## config.mk

```make
export PLATFORM = sky130hd
export DESIGN_NAME = thick_line_point_generator
export DESIGN_NICKNAME = d
export VERILOG_FILES = /design/src/rtl/thlpg_pkg.sv /design/src/rtl/thick_line_point_generator.sv /design/src/rtl/thlpg_walker.sv /design/src/rtl/thlpg_out_reg.sv
export SDC_FILE = /design/constraint.sdc
export NUM_CORES = 1
export LEC_CHECK = 0
export ABC_AREA = 1
export ABC_CLOCK_PERIOD_IN_PS = 11300
export BUFFER_PORTS_ARGS = -buffer_cell sky130_fd_sc_hd__buf_4
export CORE_ASPECT_RATIO = 1.2
export CORE_MARGIN = 1.5
export CORE_UTILIZATION = 50
export DETAILED_ROUTE_END_ITERATION = 16
export HOLD_SLACK_MARGIN = 0.15
export PLACE_DENSITY = 0.7
export SLEW_MARGIN = 25
export SYNTH_ARGS = -nofsm -noshare
export SYNTH_HDL_FRONTEND = slang
export SYNTH_SLANG_ARGS = --single-unit
```

## constraint.sdc

```tcl
create_clock -name clk -period 11.3 [get_ports clk]
set_input_delay 3.39 -clock clk [delete_from_list [all_inputs] [get_ports clk]]
set_output_delay 3.39 -clock clk [all_outputs]
set_load 0.1 [all_outputs]
```

## src/rtl/thlpg_pkg.sv

```systemverilog
// Shared types and constants for the thick line point generator.
// No dependencies; imported by every module of the block.
`timescale 1ns / 1ps

package thlpg_pkg;

  localparam int COORD_BITS  = 12;
  localparam int CORNER_BITS = COORD_BITS + 1;
  localparam int SPAN_BITS   = COORD_BITS + 1;   // signed negated span
  localparam int ERR_BITS    = COORD_BITS + 2;   // Bresenham error term
  localparam int BRUSH_BITS  = 6;
  localparam int COLOR_BITS  = 24;

  typedef logic signed [COORD_BITS-1:0]  coord_t;
  typedef logic signed [CORNER_BITS-1:0] corner_t;
  typedef logic signed [SPAN_BITS-1:0]   nspan_t;
  typedef logic signed [ERR_BITS-1:0]    err_t;
  typedef logic        [COORD_BITS-1:0]  span_t;
  typedef logic        [BRUSH_BITS-1:0]  brush_t;
  typedef logic        [COLOR_BITS-1:0]  color_t;

  typedef enum logic {
    CMD_START = 1'b0,
    CMD_STEP  = 1'b1
  } cmd_t;

  // One emitted point with its brush square.
  typedef struct packed {
    coord_t  point_x;
    coord_t  point_y;
    corner_t corner_x;
    corner_t corner_y;
    brush_t  brush;
    color_t  color;
    logic    last;
  } result_t;

endpackage

```

## src/rtl/thick_line_point_generator.sv

```systemverilog
// Top level of the thick line point generator.
// Depends on thlpg_pkg, thlpg_walker and thlpg_out_reg.
`timescale 1ns / 1ps

// All-octant integer Bresenham line walker with a square brush. A start
// request (command 0) loads both endpoints, the brush side and the colour
// and emits the first point; each step request (command 1) advances one
// point and emits it. The point equal to the end point carries out_last;
// steps after that, or before any start, are accepted and give no result.
// A start always abandons any line in progress. Each result also gives the
// brush square corner, point minus brush/2 rounded down. Throughput is one
// request per cycle while in_ready is high: the walker state updates at the
// end of the accepting cycle and the point is loaded into a single output
// register at the same clock edge. in_ready is low only while that register
// holds a point the downstream side is not taking.

module thick_line_point_generator (
  input  logic                       clk,
  input  logic                       rst_n,
  input  logic                       in_valid,
  output logic                       in_ready,
  input  logic                       in_command,
  input  logic [thlpg_pkg::COORD_BITS-1:0]  in_start_x,
  input  logic [thlpg_pkg::COORD_BITS-1:0]  in_start_y,
  input  logic [thlpg_pkg::COORD_BITS-1:0]  in_end_x,
  input  logic [thlpg_pkg::COORD_BITS-1:0]  in_end_y,
  input  logic [thlpg_pkg::BRUSH_BITS-1:0]  in_brush,
  input  logic [thlpg_pkg::COLOR_BITS-1:0]  in_paint,
  output logic                       out_valid,
  input  logic                       out_ready,
  output logic [thlpg_pkg::COORD_BITS-1:0]  out_point_x,
  output logic [thlpg_pkg::COORD_BITS-1:0]  out_point_y,
  output logic [thlpg_pkg::CORNER_BITS-1:0] out_corner_x,
  output logic [thlpg_pkg::CORNER_BITS-1:0] out_corner_y,
  output logic [thlpg_pkg::BRUSH_BITS-1:0]  out_brush_out,
  output logic [thlpg_pkg::COLOR_BITS-1:0]  out_color_out,
  output logic                       out_last
);
  import thlpg_pkg::*;

  logic    take;     // request accepted
  logic    emit;     // request makes a point
  logic    free;
  result_t res_new;
  result_t res_q;
  cmd_t    cmd;

  assign cmd      = cmd_t'(in_command);
  assign in_ready = free;
  assign take     = in_valid && free;

  thlpg_walker u_walker (
    .clk     (clk),
    .rst_n   (rst_n),
    .take    (take),
    .command (cmd),
    .start_x (coord_t'(in_start_x)),
    .start_y (coord_t'(in_start_y)),
    .end_x   (coord_t'(in_end_x)),
    .end_y   (coord_t'(in_end_y)),
    .brush   (in_brush),
    .paint   (in_paint),
    .emit    (emit),
    .res     (res_new)
  );

  // a step when idle is consumed silently: nothing is loaded
  thlpg_out_reg u_out (
    .clk       (clk),
    .rst_n     (rst_n),
    .load      (take && emit),
    .res_in    (res_new),
    .free      (free),
    .out_valid (out_valid),
    .out_ready (out_ready),
    .res_out   (res_q)
  );

  assign out_point_x   = res_q.point_x;
  assign out_point_y   = res_q.point_y;
  assign out_corner_x  = res_q.corner_x;
  assign out_corner_y  = res_q.corner_y;
  assign out_brush_out = res_q.brush;
  assign out_color_out = res_q.color;
  assign out_last      = res_q.last;

endmodule

```

## src/rtl/thlpg_walker.sv

```systemverilog
// Line walker: holds the Bresenham state and forms the point for each request.
// Depends on thlpg_pkg.
`timescale 1ns / 1ps

module thlpg_walker (
  input  logic              clk,
  input  logic              rst_n,
  input  logic              take,      // request accepted this cycle
  input  thlpg_pkg::cmd_t   command,
  input  thlpg_pkg::coord_t start_x,
  input  thlpg_pkg::coord_t start_y,
  input  thlpg_pkg::coord_t end_x,
  input  thlpg_pkg::coord_t end_y,
  input  thlpg_pkg::brush_t brush,
  input  thlpg_pkg::color_t paint,
  output logic              emit,      // request produces a point
  output thlpg_pkg::result_t res
);
  import thlpg_pkg::*;

  coord_t cur_x_r, cur_y_r, goal_x_r, goal_y_r;
  span_t  span_x_r;
  nspan_t neg_span_y_r;
  logic   dir_x_r, dir_y_r, finished_r;
  err_t   err_acc_r;
  brush_t brush_r;
  color_t color_r;

  coord_t cur_x_nxt, cur_y_nxt, goal_x_nxt, goal_y_nxt;
  span_t  span_x_nxt;
  nspan_t neg_span_y_nxt;
  logic   dir_x_nxt, dir_y_nxt, finished_nxt;
  err_t   err_acc_nxt;
  brush_t brush_nxt;
  color_t color_nxt;

  // start path
  logic signed [COORD_BITS:0] dx, dy;
  span_t  sx, sy;
  // step path
  logic signed [ERR_BITS:0] twice;
  logic   mv_x, mv_y;
  err_t   err_step;
  logic   at_end;
  corner_t half;

  assign dx = {end_x[COORD_BITS-1], end_x} - {start_x[COORD_BITS-1], start_x};
  assign dy = {end_y[COORD_BITS-1], end_y} - {start_y[COORD_BITS-1], start_y};
  assign sx = dx[COORD_BITS] ? span_t'(-dx) : span_t'(dx);
  assign sy = dy[COORD_BITS] ? span_t'(-dy) : span_t'(dy);

  assign twice = {err_acc_r, 1'b0};
  assign mv_x  = twice >= (ERR_BITS+1)'(neg_span_y_r);
  assign mv_y  = twice <= $signed({{(ERR_BITS+1-COORD_BITS){1'b0}}, span_x_r});
  assign err_step = err_acc_r
                  + (mv_x ? ERR_BITS'(neg_span_y_r) : '0)
                  + (mv_y ? $signed({{(ERR_BITS-COORD_BITS){1'b0}}, span_x_r}) : '0);

  always_comb begin
    cur_x_nxt      = cur_x_r;
    cur_y_nxt      = cur_y_r;
    goal_x_nxt     = goal_x_r;
    goal_y_nxt     = goal_y_r;
    span_x_nxt     = span_x_r;
    neg_span_y_nxt = neg_span_y_r;
    dir_x_nxt      = dir_x_r;
    dir_y_nxt      = dir_y_r;
    err_acc_nxt    = err_acc_r;
    brush_nxt      = brush_r;
    color_nxt      = color_r;
    emit           = 1'b0;
    if (command == CMD_START) begin
      cur_x_nxt      = start_x;
      cur_y_nxt      = start_y;
      goal_x_nxt     = end_x;
      goal_y_nxt     = end_y;
      span_x_nxt     = sx;
      neg_span_y_nxt = -$signed({1'b0, sy});
      dir_x_nxt      = start_x < end_x;
      dir_y_nxt      = start_y < end_y;
      err_acc_nxt    = $signed({2'b00, sx}) - $signed({2'b00, sy});
      brush_nxt      = brush;
      color_nxt      = paint;
      emit           = 1'b1;
    end else if (!finished_r) begin
      if (mv_x) cur_x_nxt = dir_x_r ? cur_x_r + coord_t'(1) : cur_x_r - coord_t'(1);
      if (mv_y) cur_y_nxt = dir_y_r ? cur_y_r + coord_t'(1) : cur_y_r - coord_t'(1);
      err_acc_nxt = err_step;
      emit        = 1'b1;
    end
  end

  assign at_end       = (cur_x_nxt == goal_x_nxt) && (cur_y_nxt == goal_y_nxt);
  assign finished_nxt = emit ? at_end : finished_r;
  assign half         = $signed({{(CORNER_BITS-BRUSH_BITS+1){1'b0}},
                                 brush_nxt[BRUSH_BITS-1:1]});

  always_comb begin
    res.point_x  = cur_x_nxt;
    res.point_y  = cur_y_nxt;
    res.corner_x = $signed({cur_x_nxt[COORD_BITS-1], cur_x_nxt}) - half;
    res.corner_y = $signed({cur_y_nxt[COORD_BITS-1], cur_y_nxt}) - half;
    res.brush    = brush_nxt;
    res.color    = color_nxt;
    res.last     = at_end;
  end

  always_ff @(posedge clk) begin
    if (!rst_n) begin
      cur_x_r      <= '0;
      cur_y_r      <= '0;
      goal_x_r     <= '0;
      goal_y_r     <= '0;
      span_x_r     <= '0;
      neg_span_y_r <= '0;
      dir_x_r      <= 1'b0;
      dir_y_r      <= 1'b0;
      err_acc_r    <= '0;
      finished_r   <= 1'b1;
      brush_r      <= '0;
      color_r      <= '0;
    end else if (take) begin
      cur_x_r      <= cur_x_nxt;
      cur_y_r      <= cur_y_nxt;
      goal_x_r     <= goal_x_nxt;
      goal_y_r     <= goal_y_nxt;
      span_x_r     <= span_x_nxt;
      neg_span_y_r <= neg_span_y_nxt;
      dir_x_r      <= dir_x_nxt;
      dir_y_r      <= dir_y_nxt;
      err_acc_r    <= err_acc_nxt;
      finished_r   <= finished_nxt;
      brush_r      <= brush_nxt;
      color_r      <= color_nxt;
    end
  end

endmodule

```

## src/rtl/thlpg_out_reg.sv

```systemverilog
// Result register: holds one point until the downstream side takes it.
// Depends on thlpg_pkg.
`timescale 1ns / 1ps

module thlpg_out_reg (
  input  logic               clk,
  input  logic               rst_n,
  input  logic               load,     // new point this cycle
  input  thlpg_pkg::result_t res_in,
  output logic               free,     // register can take a point now
  output logic               out_valid,
  input  logic               out_ready,
  output thlpg_pkg::result_t res_out
);
  import thlpg_pkg::*;

  logic    valid_r, valid_nxt;
  result_t res_r;

  assign free      = !valid_r || out_ready;
  assign valid_nxt = load || (valid_r && !out_ready);
  assign out_valid = valid_r;
  assign res_out   = res_r;

  always_ff @(posedge clk) begin
    if (!rst_n) valid_r <= 1'b0;
    else        valid_r <= valid_nxt;
  end

  always_ff @(posedge clk) begin
    if (load) res_r <= res_in;
  end

endmodule
```

==> summary.md, run 1 <==
| Metric | Value |
|---|---|
| Status | `finished, final reports clean` |
| Ratio of cells with drive above 1 in the final layout | `13.4%` |
| CP top delay family | `compound AO/OA/AOI/OAI gates` |
| Clock buffer depth | `3` |
| Slew Limit Headroom | `28.2%` |
| Port buffer count | `~170` |
| Area of the multi-input gates | `8200 µm²` |
| Post-DP HPWL | `approximately 30000 µm` |
| Distinct cells, synth | `51` |
| CP peak stage delay | `approximately 0.75 ns` |
| WHS Endpoint | `u_walker.brush_r[0]` |
| Final setup vio count | `0` |
| Yosys warning count | `0` |
| Worst hold stages | `2` |
| Share of the clock period used by the worst path | `about 66%` |
| H-tree Lvls | `1` |
| Net count, final | `around 2400` |
| Final hold vios | `0` |
| Root buf cell | `clkbuf_16` |
| DR pass1 iterations | `5` |
| CP Capture Type | `flop` |
| Pwr/cell area | `169 nW/µm²` |
| Register Area | `a little under 5000 µm²` |
| Worst-Margin Slew | `1.07 ns` |
| Starting Density | `50.8%` |
| Comb pwr share | `42.1%` |
| Total gr overflow | `0` |
| WP depth | `29` |
| Sequential power share | `a little under a third` |
| Commonest non-fill, non-tap cell in the layout | `nand2_1` |
| Syn Nets | `around 2200` |
| Die X | `about 160 µm` |
| PostCTS Resize Cnt | `0` |
| Fmax | `between 100 and 150 MHz` |
| Most used cell, CP | `inv_1` |
| Maximum VDD drop | `approximately 0.00015 V` |
| Critical Path Start Type | `primary input` |
| Largest net degree at the start of global routing | `90` |
| ANT cells | `0` |
| Fill cells | `between 2000 and 3000` |
| Final TNS setup | `0 ns` |
| Routed vias/inst | `about 5.3` |
| Post-Synthesis Cell Area | `14600 µm²` |
| Placer Congestion | `roughly 0.92` |
| Crit-path slowest cell | `xor2_1` |
| Drc violations | `0` |
| # clock sinks | `202` |
| Internal power | `approximately 1.7 mW` |
| Core area | `roughly 29000 µm²` |
| Number of I/O pins | `between 150 and 200` |
| Post-CTS repair timing setup buffer count | `0` |
| Hold Path Origin | `u_walker.brush_r[0]` |
| Clk pwr share | `27.3%` |
| R2R cell count | `22` |
| Hold WC Path Type | `reg2reg` |
| Post-Synthesis Cells | `between 2000 and 2500` |
| Setup repair after global routing missed its margin | `false` |
| Switching part of the total | `41.4%` |
| Critical Path AT | `approximately 7.9 ns` |
| Overall routing resource usage | `between 20% and 30%` |
| Max-Cap Viols | `0` |
| Psw | `between 1 and 1.5 mW` |
| Cts hold-fix bufs | `0` |
| Min Hold Slack | `about 0.45 ns` |
| Die Span Y | `about 190 µm` |
| Row Count | `~70` |
| Syn avg cell area | `7.21 µm²` |
| Area growth syn-to-layout | `15.7%` |
| Vias | `~14000` |
| Sequential element share of the synthesized area | `approximately 33%` |
| Initial DRC count | `782` |
| Clock buffers created by TritonCTS | `23` |
| Leakage | `about 8.4 nW` |
| Worst skew pair latency | `between 0.5 and 0.6 ns` |
| Final Max Slew Viols | `0` |
| Worst r2r src | `u_walker.err_acc_r[9]` |
| Initial antenna violation count | `0` |
| CP Class | `in2reg` |
| CTS tree | `done` |
| Worst-path clk slew | `about 0.06 ns` |
| Final min period | `between 7 and 8 ns` |
| Final wirelength | `just over 40000 µm` |
| Max Clock Skew | `between 0.015 and 0.02 ns` |
| Die ar. | `slightly above 30000 µm²` |
| Wire per inst | `approximately 16 µm` |
| Vias in the first global route | `13012` |
| Setup slack, reg-to-reg | `~6.6 ns` |
| Required time worst endpoint | `about 12 ns` |
| Antenna-violating nets left | `0` |
| Reg-to-reg critical path endpoint | `u_walker.err_acc_r[13]` |
| Crit-path max FO | `14` |
| First-pass GRT wire length | `65000 µm` |
| Commonest cells after routing, fill and taps aside | `nand2_1, inv_1, o21ai_0` |
| Bufs and invs on worst path | `7` |
| Synthesis-stage register bit count | `202` |
==> Yosys cell counts (all sizes together) <==
library cell  instances  area share (%)
o31ai                 1           0.051
o22ai                 1           0.043
or2                  29             1.2
nor3                 17            0.73
and2                  1           0.043
fa                   20             2.7
a21oi               184             6.4
xnor2                16             1.1
dfxtp               121              17
nand3               148             5.5
o2111ai               4            0.24
nand3b               15            0.77
a21o                  3            0.15
a21boi                2            0.10
nor4                  2           0.086
a31oi                12            0.51
o21bai                6            0.31
ha                  108             9.2
o21ai               217             7.5
nor2                 86             2.4
a211oi                6            0.31
nand2               471              13
buf                  15            0.66
edfxtp               81              17
clkbuf               52             1.3
nand4                20            0.90
inv                 336             8.6
xor2                 47             2.9
o211ai                4            0.21
==> cell families after synthesis <==
kind of cell / share of synthesized area (%)
AO/OA/AOI/OAI: 15.8
XOR/XNOR: 4.06
adder cells (fa/ha/maj): 12.0
buffers and inverters: 10.6
flip-flops: 33.2
AND/OR/NAND/NOR: 24.3
==> how the worst max path moves through the flow <==
stage / start / endpoint
after floorplan: out_ready / in_ready
after detailed placement: in_end_x[0] / u_walker.err_acc_r[8]
after global routing: in_end_x[0] / u_walker.err_acc_r[8]
after global placement: in_end_x[0] / u_walker.err_acc_r[8]
after CTS: in_end_x[0] / u_walker.err_acc_r[8]
final: in_end_x[0] / u_walker.err_acc_r[8]
==> stage by stage <==
step                      utilization (%)  worst slack [ns]  area (µm²)  power [mW]  cells
after floorplan                         -              3.83       14600        1.81   2025
after global placement               56.0              3.42       16100        2.06   2517
after detailed placement             56.0              3.37       16100        2.08   2517
after CTS                            58.8              3.91       16900        2.87   2559
after global routing                 58.8              3.34       16900        3.05   2559
final                                58.8              3.80       16900        2.86   2559
==> power by group through the flow <==
stage	logic, mW	registers [mW]	clock network, mW
after floorplan	0.741	1.07	0
after global placement	1.18	0.889	0
after detailed placement	1.19	0.890	0
after CTS	1.20	0.875	0.791
after global routing	1.34	0.881	0.823
final	1.20	0.875	0.781
==> state kept, by name, indices dropped and copies added, names as in the netlist <==
signal                 cells
u_out.res_out             81
u_walker.color_r          24
u_walker.err_acc_r        14
u_walker.neg_span_y_r     13
u_walker.cur_x_r          12
u_walker.cur_y_r          12
u_walker.goal_x_r         12
u_walker.goal_y_r         12
u_walker.span_x_r         12
u_walker.brush_r           6
u_out.out_valid            1
u_walker.dir_x_r           1
u_walker.dir_y_r           1
u_walker.finished_r        1
==> final cells by class <==
cell class	count	area share (%)
timing repair buffer	174	7.73
inverter	336	7.50
clock buffer	31	3.82
multi-input combinational	1420	48.5
sequential	202	28.7
clock inverter	11	0.829
tap	385	2.85
==> routing by layer <==
layer / part of all wire (%) / global-route usage [%]
met5: 0 / 0
met2: 49 / 48.0
met1: 42 / 31.4
met3: 4.7 / 3.63
met4: 4.0 / 11.1
==> worst register-to-register path, cell delays in order (launching register included) <==
cell and delay, ns:
dfxtp_1 0.44, ha_1 0.29, nand2_1 0.06, inv_1 0.04, o21ai_0 0.13, nand2_1 0.07, nor2_1 0.20, nand2_1 0.13
nand2_2 0.47, nand2_1 0.19, fa_1 0.53, inv_1 0.04, ha_1 0.21, fa_1 0.43, nand3_1 0.10, nand2_1 0.11
a21oi_1 0.31, o21ai_0 0.19, a21o_1 0.19, a21oi_1 0.15, xor2_1 0.19, nand2_1 0.08, a31oi_1 0.14
Note: power is estimated with default switching activity, not from simulation.
==> inputs of run 2 (changes only) <==
- ABC_AREA: 1 -> 0
- ABC_CLOCK_PERIOD_IN_PS: 11300 -> 7750
- clock period: 11.3 -> 7.75 ns (I/O delays scaled with it)
==> run 2 against run 1 <==
Compared with the run above: clock skew shrank 0.0019 ns; die area down 0.76%; utilization down 0.14 points; first-iteration DRC count is 24% higher; synthesized cell count fell by 17%; combinational power rose by 62%; clock-buffer cell count is 5 lower; total power rose by 51%; via count decreased by 4.7%; critical endpoint is now u_walker.err_acc_r[9]; highest routed layer unchanged.
==> summary.md, run 2 <==
| Metric | Value |
|---|---|
| Vias in the first global route | `12011 (-7.7%)` |
| Syn Nets | `1888 (-16%)` |
| Number of flip-flops in the largest register | `81 (unchanged)` |
| Ratio of cells with drive above 1 in the final layout | `15.7% (+2.3 points)` |
| PostCTS Resize Cnt | `0 (unchanged)` |
| Max-Cap Viols | `0 (unchanged)` |
| Cts hold-fix bufs | `0 (unchanged)` |
| Max Clock Skew | `0.0176 ns (-0.00194 ns)` |
| Status | `finished, final reports clean` |
| Setup repair after global routing missed its margin | `false` |
| GRT busiest layer | `met2` |
| Initial DRC count | `973 (+24%)` |
| Wire per inst | `19.0 µm (+20%)` |
| Sequential element share of the synthesized area | `33.5% (+0.26 points)` |
| Final wirelength | `42000 µm (+3.1%)` |
| Core area | `28700 µm² (-0.30%)` |
| Fmax | `~150 MHz` |
| Final min period | `roughly 6.7 ns` |
| Primary FF master, synth | `dfxtp_1` |
| Post-DP HPWL | `31600 µm (+4.5%)` |
| Vias | `12956 (-4.7%)` |
| Pwr/cell area | `257 nW/µm² (+52%)` |
| Final setup vio count | `0 (unchanged)` |
| Post-Synthesis Cell Area | `14500 µm² (-0.77%)` |
| Post-synth EDFFs | `81 (unchanged)` |
| Distinct cells, synth | `93 (+82%)` |
| Placer Congestion | `0.935 (+2.1%)` |
| Cell with the most instances after synthesis | `nand2_1` |
| Largest net degree at the start of global routing | `64 (-29%)` |
| Total gr overflow | `0 (unchanged)` |
| Final Max Slew Viols | `0 (unchanged)` |
| Bufs and invs on worst path | `3 (-4)` |
| CP Class | `in2reg` |
| Port buffer count | `165 (unchanged)` |
| Yosys top cell by area | `edfxtp_1` |
| Overall routing resource usage | `27.5% (+1.1 points)` |
| Worst-path clk slew | `0.06 ns (about the same)` |
| Grt met3 use | `4.26% (+0.63 points)` |
| Crit path cell chain | `buf_4 > inv_1 > ha_1 > inv_1 > fa_1 > a211oi_1 > nor3_1 > o221a_2 > o31a_1 > mux2i_1 > ha_1 > nor2b_1 > o21ai_0 > a21boi_0 > o21a_1 > o21ai_0 > a21oi_1 > a2111oi_0 > xnor2_1 > nand2_1 > a31oi_1` |
| Hold WC Path Type | `reg2reg` |
| # clock sinks | `202 (unchanged)` |
| Yosys warning count | `0 (unchanged)` |
| Crit-path slowest cell | `a2111oi_0` |
| Root buf cell | `clkbuf_16` |
| Number of I/O pins | `166 (unchanged)` |
| Net count, final | `2018 (-15%)` |
| Drc violations | `0 (unchanged)` |
| Post-Synthesis Cells | `1677 (-17%)` |
| Commonest cells after routing, fill and taps aside | `nand2_1, buf_4, a21oi_1` |
| Row Count | `68 (unchanged)` |
| GR Util met2 | `45.1% (-2.9 points)` |
| Fill cells | `2545 (-7.8%)` |
| Clock buffer depth | `3 (unchanged)` |
| Slew Limit Headroom | `31.3% (+3.0 points)` |
| ANT cells | `0 (unchanged)` |
| Critical Path Start Type | `primary input` |
| Yosys top cell area share | `16.8% (+0.13 points)` |
| Clock buffers created by TritonCTS | `23 (unchanged)` |
| CP Capture Type | `flop` |
| Share of the clock period used by the worst path | `between 80% and 90%` |
| Syn avg cell area | `8.64 µm² (+20%)` |
| Antenna-violating nets left | `0 (unchanged)` |
| Area growth syn-to-layout | `15.9%` |
| Die ar. | `30000 µm² (-0.76%)` |
| Synth top area cells | `edfxtp_1, dfxtp_1, ha_1` |
| CTS tree | `done` |
| Power, Total | `4.33 mW (+51%)` |
| Critical Path AT | `7.10 ns (-0.81 ns)` |
| Commonest non-fill, non-tap cell in the layout | `nand2_1` |
| First-pass GRT wire length | `64400 µm (-0.85%)` |
| Util after Layout | `58.6% (-0.14 points)` |
| H-tree Lvls | `1 (unchanged)` |
| Die X | `158 µm (-0.38%)` |
| Final hold vios | `0 (unchanged)` |
| Maximum VDD drop | `0.000151 V (+1.6%)` |
| Global-route track usage on met1 | `36.2% (+4.8 points)` |
| Ys async rst share | `0% (unchanged)` |
| Post-CTS repair timing setup buffer count | `0 (unchanged)` |
| Final TNS setup | `0 ns (unchanged)` |
| Crit-path max FO | `15 (+1)` |
| CP top delay family | `compound AO/OA/AOI/OAI gates` |
| CP peak stage delay | `0.48 ns (-0.27 ns)` |
| Min Hold Slack | `0.450 ns (+0.00246 ns)` |
| Leakage | `6.94 nW (-17%)` |
| Required time worst endpoint | `8.18 ns (-3.53 ns)` |
| Starting Density | `50.6% (-0.24 points)` |
| Die Span Y | `190 µm (-0.38%)` |
| Commonest cells in the netlist | `nand2_1, a21oi_1, inv_1` |
| Routed vias/inst | `5.87 (+10%)` |
| Synthesis-stage register bit count | `202 (unchanged)` |
| Worst-Margin Slew | `1.01 ns (-0.0603 ns)` |
| DR pass1 iterations | `5 (unchanged)` |
| Initial antenna violation count | `0 (unchanged)` |
| Worst skew pair latency | `0.52 ns (about the same)` |
==> run 2: cell types whose count changed in the layout (fill, tap and decap cells not counted), moves of 21 or more <==
| cell | previous run | this run |
|---|---|---|
| mux2i_1 | 0 | 21 |
| inv_1 | 330 | 137 |
| a211oi_1 | 6 | 40 |
| nor2_1 | 81 | 119 |
| nand2_1 | 452 | 220 |
| nand3_1 | 139 | 32 |
| o21ai_0 | 211 | 53 |
| or2_2 | 28 | 5 |
| a21oi_1 | 182 | 142 |
| nor3_1 | 14 | 35 |
| mux2_2 | 0 | 29 |
| xnor2_1 | 14 | 77 |
==> run 2: per-layer routing <==
| metal | share of wire (%) | wire length [µm] | up-vias |
|---|---|---|---|
| met2 | 46 | 19300 | 540 |
| met5 | 0 | 0 | - |
| li1 | - | - | 6238 |
| met1 | 42 | 17800 | 6076 |
| met3 | 7.6 | 3180 | 102 |
| met4 | 4.0 | 1690 | 0 |
==> run 2: worst register-to-register path: stages (launching register included) <==
cell and delay (ns):
dfxtp_1 0.36, inv_1 0.05, ha_1 0.31, o211a_1 0.16, o31ai_1 0.11, a2111oi_2 0.63
o21a_1 0.90, nand2_1 0.17, fa_1 0.52, inv_1 0.04, ha_1 0.22, fa_1 0.41
a21o_1 0.18, a21oi_1 0.25, o21bai_1 0.13, a21oi_1 0.27, o21ai_0 0.21, a31oi_1 0.32
o21ai_0 0.20, xnor2_1 0.18, nand2_1 0.07, a221oi_1 0.30
==> run 2: area by class of cell <==
cell class | instances | area [µm²] | share of cell area, %
clock buffer | 26 | 618 | 3.68
clock inverter | 15 | 143 | 0.849
inverter | 139 | 526 | 3.13
multi-input combinational | 1262 | 8840 | 52.6
sequential | 202 | 4850 | 28.9
tap | 385 | 482 | 2.87
timing repair buffer | 179 | 1340 | 7.99
==> run 2: kinds of logic (layout without fill, tap and decap cells) <==
kind of cell | count (synthesis) | after routing | synth area share, %
compound gates | 420 | 420 | 19.9
xor+xnor | 127 | 127 | 7.88
fa+ha+maj | 129 | 129 | 12.2
buf+inv | 213 | 359 | 5.62
flops | 202 | 202 | 33.5
mux | 50 | 50 | 3.70
simple gates | 536 | 536 | 17.2
==> run 2: final timing paths <==
kind	slack (ns)	startpoint	endpoint	depth (start not counted)
worst min-delay path	0.45	u_walker.color_r[20]	u_walker.color_r[20]	2
worst min register to register	0.45	u_walker.color_r[20]	u_walker.color_r[20]	2
worst max-delay path	1.08	in_end_y[0]	u_walker.err_acc_r[9]	21
worst max register to register	1.63	u_walker.neg_span_y_r[4]	u_walker.err_acc_r[13]	21
==> run 2: per-stage QoR <==
stage,area (µm²),std cells,worst slack (ns)
6_report,16800,2208,1.08
5_1_grt,16800,2208,0.734
4_1_cts,16800,2208,1.11
3_5_place_dp,16000,2167,0.624
3_3_place_gp,16000,2167,0.664
2_1_floorplan,14500,1677,1.02
==> run 2: power by group <==
group / switching (mW) / leakage (nW) / internal [mW]
clock network: 0.461 / 0.362 / 0.642
registers: 0.0595 / 1.77 / 1.22
logic: 1.27 / 4.81 / 0.671
